===== src/design/segment_intersect_2d_macros.svh =====
// Assertion macros used by the segment intersection RTL.
`ifndef SEGMENT_INTERSECT_2D_MACROS_SVH
`define SEGMENT_INTERSECT_2D_MACROS_SVH

// Same-cycle implication, held off during reset.
`define SI2D_ASSERT_IMPL(lbl, clk, rst_n, ante, cons, msg) \
  lbl: assert property (@(posedge clk) disable iff (!rst_n) (ante) |-> (cons)) \
    else $error(msg);

// Next-cycle implication, held off during reset.
`define SI2D_ASSERT_NEXT(lbl, clk, rst_n, ante, cons, msg) \
  lbl: assert property (@(posedge clk) disable iff (!rst_n) (ante) |=> (cons)) \
    else $error(msg);

`endif


===== src/design/si2d_pkg.sv =====
// Types and constants of the 2D segment intersection block.
`default_nettype none

package si2d_pkg;

  localparam int unsigned FRAC_W = 16;             // fraction bits of a Q16.16 point
  localparam int unsigned QUO_W  = 2 * FRAC_W;     // quotient bits, one per divider stage
  localparam int unsigned DEN_W  = 33;             // magnitude of the cross product
  localparam int unsigned NUM_W  = DEN_W + FRAC_W; // offset numerator magnitude

  localparam logic [1:0] KIND_NONE    = 2'd0;
  localparam logic [1:0] KIND_POINT   = 2'd1;
  localparam logic [1:0] KIND_OVERLAP = 2'd2;

  typedef struct packed {
    logic signed [15:0] a_start_x;
    logic signed [15:0] a_start_y;
    logic signed [15:0] a_end_x;
    logic signed [15:0] a_end_y;
    logic signed [15:0] b_start_x;
    logic signed [15:0] b_start_y;
    logic signed [15:0] b_end_x;
    logic signed [15:0] b_end_y;
  } si2d_in_t;

  typedef struct packed {
    logic [1:0]         meet_kind;
    logic signed [31:0] first_x;
    logic signed [31:0] first_y;
    logic signed [31:0] second_x;
    logic signed [31:0] second_y;
  } si2d_out_t;

endpackage

`default_nettype wire


===== src/design/si2d_div.sv =====
// Pipelined restoring divider, one quotient bit per register stage.
`default_nettype none

module si2d_div import si2d_pkg::*; (
  input  logic             clk_i,
  input  logic             en_i,
  input  logic [NUM_W-1:0] num_i,
  input  logic [DEN_W-1:0] den_i,
  output logic [QUO_W-1:0] quo_o
);

  // Partial remainder and divisor of every stage but the last.
  logic [DEN_W-1:0] rem_q [QUO_W-1];
  logic [DEN_W-1:0] den_q [QUO_W-1];
  // Low dividend bits shift out at the top while quotient bits shift in below.
  logic [QUO_W-1:0] sh_q  [QUO_W];

  for (genvar k = 0; k < QUO_W; k++) begin : g_stage
    logic [DEN_W-1:0] rem_in;
    logic [DEN_W-1:0] den_in;
    logic [QUO_W-1:0] sh_in;
    logic [DEN_W:0]   trial;
    logic [DEN_W:0]   diff;
    logic             take;

    if (k == 0) begin : g_first
      // Quotient stays below 2^32, so the top bits already sit below the divisor.
      assign rem_in = num_i[NUM_W-1:FRAC_W];
      assign den_in = den_i;
      assign sh_in  = {num_i[FRAC_W-1:0], {FRAC_W{1'b0}}};
    end else begin : g_next
      assign rem_in = rem_q[k-1];
      assign den_in = den_q[k-1];
      assign sh_in  = sh_q[k-1];
    end

    assign trial = {rem_in, sh_in[QUO_W-1]};
    assign diff  = trial - {1'b0, den_in};
    assign take  = trial >= {1'b0, den_in};

    always_ff @(posedge clk_i) begin
      if (en_i) begin
        sh_q[k] <= {sh_in[QUO_W-2:0], take};
      end
    end

    if (k < QUO_W - 1) begin : g_keep
      always_ff @(posedge clk_i) begin
        if (en_i) begin
          rem_q[k] <= take ? diff[DEN_W-1:0] : trial[DEN_W-1:0];
          den_q[k] <= den_in;
        end
      end
    end
  end

  assign quo_o = sh_q[QUO_W-1];

endmodule

`default_nettype wire


===== config.mk =====
export PLATFORM = sky130hd
export DESIGN_NAME = si2d_div
export DESIGN_NICKNAME = d
export VERILOG_FILES = /design/src/design/segment_intersect_2d_macros.svh /design/src/design/si2d_pkg.sv /design/src/design/si2d_div.sv
export SDC_FILE = /design/constraint.sdc
export NUM_CORES = 2
export LEC_CHECK = 0
export ABC_CLOCK_PERIOD_IN_PS = 4450
export BUFFER_PORTS_ARGS = -buffer_cell sky130_fd_sc_hd__buf_2
export CORE_UTILIZATION = 26
export CTS_CLUSTER_SIZE = 20
export DETAILED_ROUTE_END_ITERATION = 10
export PLACE_DENSITY = 0.45
export SETUP_SLACK_MARGIN = 0.1
export SKIP_LAST_GASP = 1
export SLEW_MARGIN = 20
export SYNTH_ARGS = -nofsm -noshare
export SYNTH_HDL_FRONTEND = slang
export SYNTH_SLANG_ARGS = --single-unit

===== constraint.sdc =====
create_clock -name clk_i -period 4.45 [get_ports clk_i]
set_clock_uncertainty 0.05 [all_clocks]
set_input_delay 1.1125 -clock clk_i [delete_from_list [all_inputs] [get_ports clk_i]]
set_output_delay 1.1125 -clock clk_i [all_outputs]
set_load 0.05 [all_outputs]

==> reports/results.tsv <==
stage	metric	value	unit
run_status	outcome	finished clean	
finish	post-route cell area	170000	µm²
sta	Max Slew Vio Count	0	
critical_path	crit path launch type	flip-flop	
pwr	leak pwr	67.8	nW
clocking	worst skew pair latency	0.97	ns
sta	Hold WS	0.270	ns
critical_path	kind of critical path	flip-flop to flip-flop	
placement	pre-CTS setup slack	-0.249	ns
logic_synthesis	Yosys cell types	89	
placement	gpl congestion	0.846	
drt	DRT iter0 DRCs	5972	
sta	final setup fails	0	
clocking	Clock Path Buffers	4	
logic_synthesis	Primary FF master, synth	edfxtp_1	
sta	Fin. Hold Viols	0	
logic_synthesis	Post-synth EDFFs	2694	
floorplan	die extent in y	754	µm
job	Max Cap Viol	0	
sta	RSZ-0062 raised after global routing	yes	
global_routing	initial antenna violation count	3	
pwr	Power Dens Cells	744	nW/µm²
logic_synthesis	largest family of logic cells by synthesized area	compound AO/OA/AOI/OAI gates	
drt	Pre-Repair DR Iteration Count	7	
pwr	Overall Power	126	mW
critical_path	Worst Setup End Kind	flip-flop	
finish	non-filler cells, final	21065	
logic_synthesis	post-synthesis sequential area ratio	55.1	%
drt	DR WL/cell	17.7	µm
sta	fmax	0.231	GHz
sta	Setup TNS	0	ns
global_routing	vias in the first global route	94620	
placement	input/output buffers	115	
logic_synthesis	Cell Area, Synth	147000	µm²
logic_synthesis	Syn. warnings	0	
logic_synthesis	syn avg cell area	11.4	µm²
clocking	TritonCTS clock tree	done	
clocking	CTS Sinks	2694	
sta	Tmin final	4.34	ns
drt	vias	96274	
logic_synthesis	Post-Synth XOR/XNOR Area	5.31	%
clocking	clock root buffer	clkbuf_16	
drt	WL final	373000	µm
floorplan	Rows	275	
sta	period utilization	97.4	%
clocking	CTS Buf Count	329	
clocking	Clk pin slew, worst setup/hold paths	0.06	ns
clocking	Hold Buf Count CTS	0	
logic_synthesis	Syn Nets	14093	
sta	Max-Slew Margin vs Limit	42.8	%
critical_path	WP data arrival	4.97	ns
global_routing	total grt overflow	0	
floorplan	DIE AREA	568000	µm²
global_routing	largest net degree at the start of global routing	112	
placement	dpl hpwl	282000	µm
logic_synthesis	synthesized-area fraction occupied by adder cells	9.41	%
floorplan	Ports	116	
pwr	Max rail drop VDD	395	µV
finish	Net count, final	14490	
finish	final core occ	30.2	%
placement	placed insts	20453	
logic_synthesis	Synth Instances	12923	
finish	layout cells sized above 1	9.61	%
drt	Vias/cell	4.57	
global_routing	total track usage	12.6	%
clocking	CTS H-Tree Depth	5	
sta	Worst-Margin Slew	0.859	ns
finish	P&R area growth vs syn	15.6	%
logic_synthesis	post-synthesis mux area share	2.34	%
logic_synthesis	simple-gate area share of the yosys netlist	8.65	%
floorplan	die width	754	µm
worst_hold_path	Hold Path Class	input pin to flip-flop	
floorplan	initial core utilization	26.1	%
logic_synthesis	asr flop ratio synth	0	%
logic_synthesis	register bit total from synthesis	2694	
logic_synthesis	compound-cell area share of the yosys netlist	15.0	%
global_routing	global-route wire length before repair	569000	µm
sta	final setup margin	0.115	ns
floorplan	core box area	562000	µm²
drt	post-route antenna net violation count	0	
drt	number of remaining DRC errors	0	
critical_path	crit-path max FO	19	
placement	Area after DPL	159000	µm²
critical_path	worst path required time	5.09	ns
[worst paths after layout]
kind                                   start           end  depth (start not counted)  slack, ns
worst min register to register  sh_q[1][192]  sh_q[1][225]                          0       0.32
worst max register to register  sh_q[0][415]  rem_q[6][53]                         15       0.11
worst max-delay path            sh_q[0][415]  rem_q[6][53]                         15       0.11
worst min-delay path                num_i[9]   sh_q[0][26]                          1       0.27
[logic make-up (layout without fill, tap and decap cells)]
group | after synthesis | in the layout
buf+inv | 1659 | 2321
mux | 305 | 305
flops | 2694 | 2694
simple gates | 2723 | 2723
other cells | 0 | 1
fa+ha+maj | 1086 | 1086
xor+xnor | 890 | 890
compound gates | 3566 | 3566
[final cells by class]
class	instances	area, µm²
Clock inverter	208	2280
Antenna cell	1	2.50
Clock buffer	388	8560
Fill cell	57332	392000
Multi-Input combinational cell	8570	60200
Sequential cell	2694	80900
Inverter	1318	4950
Timing Repair Buffer	407	3620
Tap cell	7479	9360
[power by group]
| part | total (mW) | internal, mW | leakage (nW) | switching (mW) |
|---|---|---|---|---|
| combinational | 56.7 | 24.8 | 36.2 | 31.8 |
| clock | 27.2 | 15.9 | 5.24 | 11.2 |
| sequential | 42.5 | 37.7 | 26.3 | 4.83 |
[cell usage in the layout (no fill, tap or decap), types with 62 or more instances in the layout]
| cell | instances |
|---|---|
| nand3_1 | 176 |
| buf_12 | 62 |
| o31ai_1 | 67 |
| o21a_1 | 122 |
| clkbuf_16 | 336 |
| a31oi_1 | 103 |
| buf_4 | 225 |
| inv_1 | 1317 |
| xnor2_1 | 527 |
| o21ai_0 | 811 |
| a21oi_1 | 1240 |
| buf_2 | 114 |
| nor2b_1 | 147 |
| nor2_1 | 748 |
| xor2_1 | 363 |
| nand2b_1 | 123 |
| nand2_1 | 899 |
| and3_1 | 108 |
| o21bai_1 | 139 |
| nand4_1 | 172 |
| edfxtp_1 | 2694 |
| ha_1 | 1054 |
| mux2_2 | 282 |
| a21o_1 | 576 |
| a211oi_1 | 73 |
| nor3_1 | 108 |
[sequential cells by signal (all words and copies together) (netlist names)]
register  flops
den_q      1023
rem_q      1023
sh_q        648
[worst max-delay path, stage by stage (launching register included)]
cell      delay (ns)
edfxtp_1        0.40
inv_1           0.08
ha_2            0.18
inv_2           0.04
fa_2            0.33
a211o_1         0.29
a2111o_1        0.44
a31oi_4         0.24
o21ai_2         0.09
or4_4           0.45
a31oi_4         0.23
o41ai_4         0.12
a311o_1         0.29
a211o_4         0.37
buf_12          0.17
mux2_4          0.30
[layer usage]
metal	wire length, µm	part of all wire (%)	up-vias	GRT usage, %
li1	-	-	48156	-
met1	166000	45	46133	16.2
met2	185000	50	1499	22.4
met3	13000	3.5	484	1.72
met4	9020	2.4	2	3.00
met5	10	0.0027	-	0
[cells in the mapped netlist (172+ instances only)]
master	number	area, µm²
clkbuf_1	312	1170
xor2_1	363	3180
nand2_1	900	3380
edfxtp_1	2694	80900
a21oi_1	1249	6250
mux2_2	282	3180
a21o_1	576	4320
inv_1	1318	4950
xnor2_1	527	4620
nand3_1	177	886
o21ai_0	818	4090
nand4_1	172	1080
ha_1	1055	13200
nor2_1	759	2850
[repair_timing]
item	4_1_cts	5_1_grt
cloned	0	4
buffers inserted	5	5
hold endpoints to repair	0	0
pin swaps	1	12
setup endpoints to repair	31	261
resized for setup	10	57
Note: power is estimated with default switching activity, not from simulation.
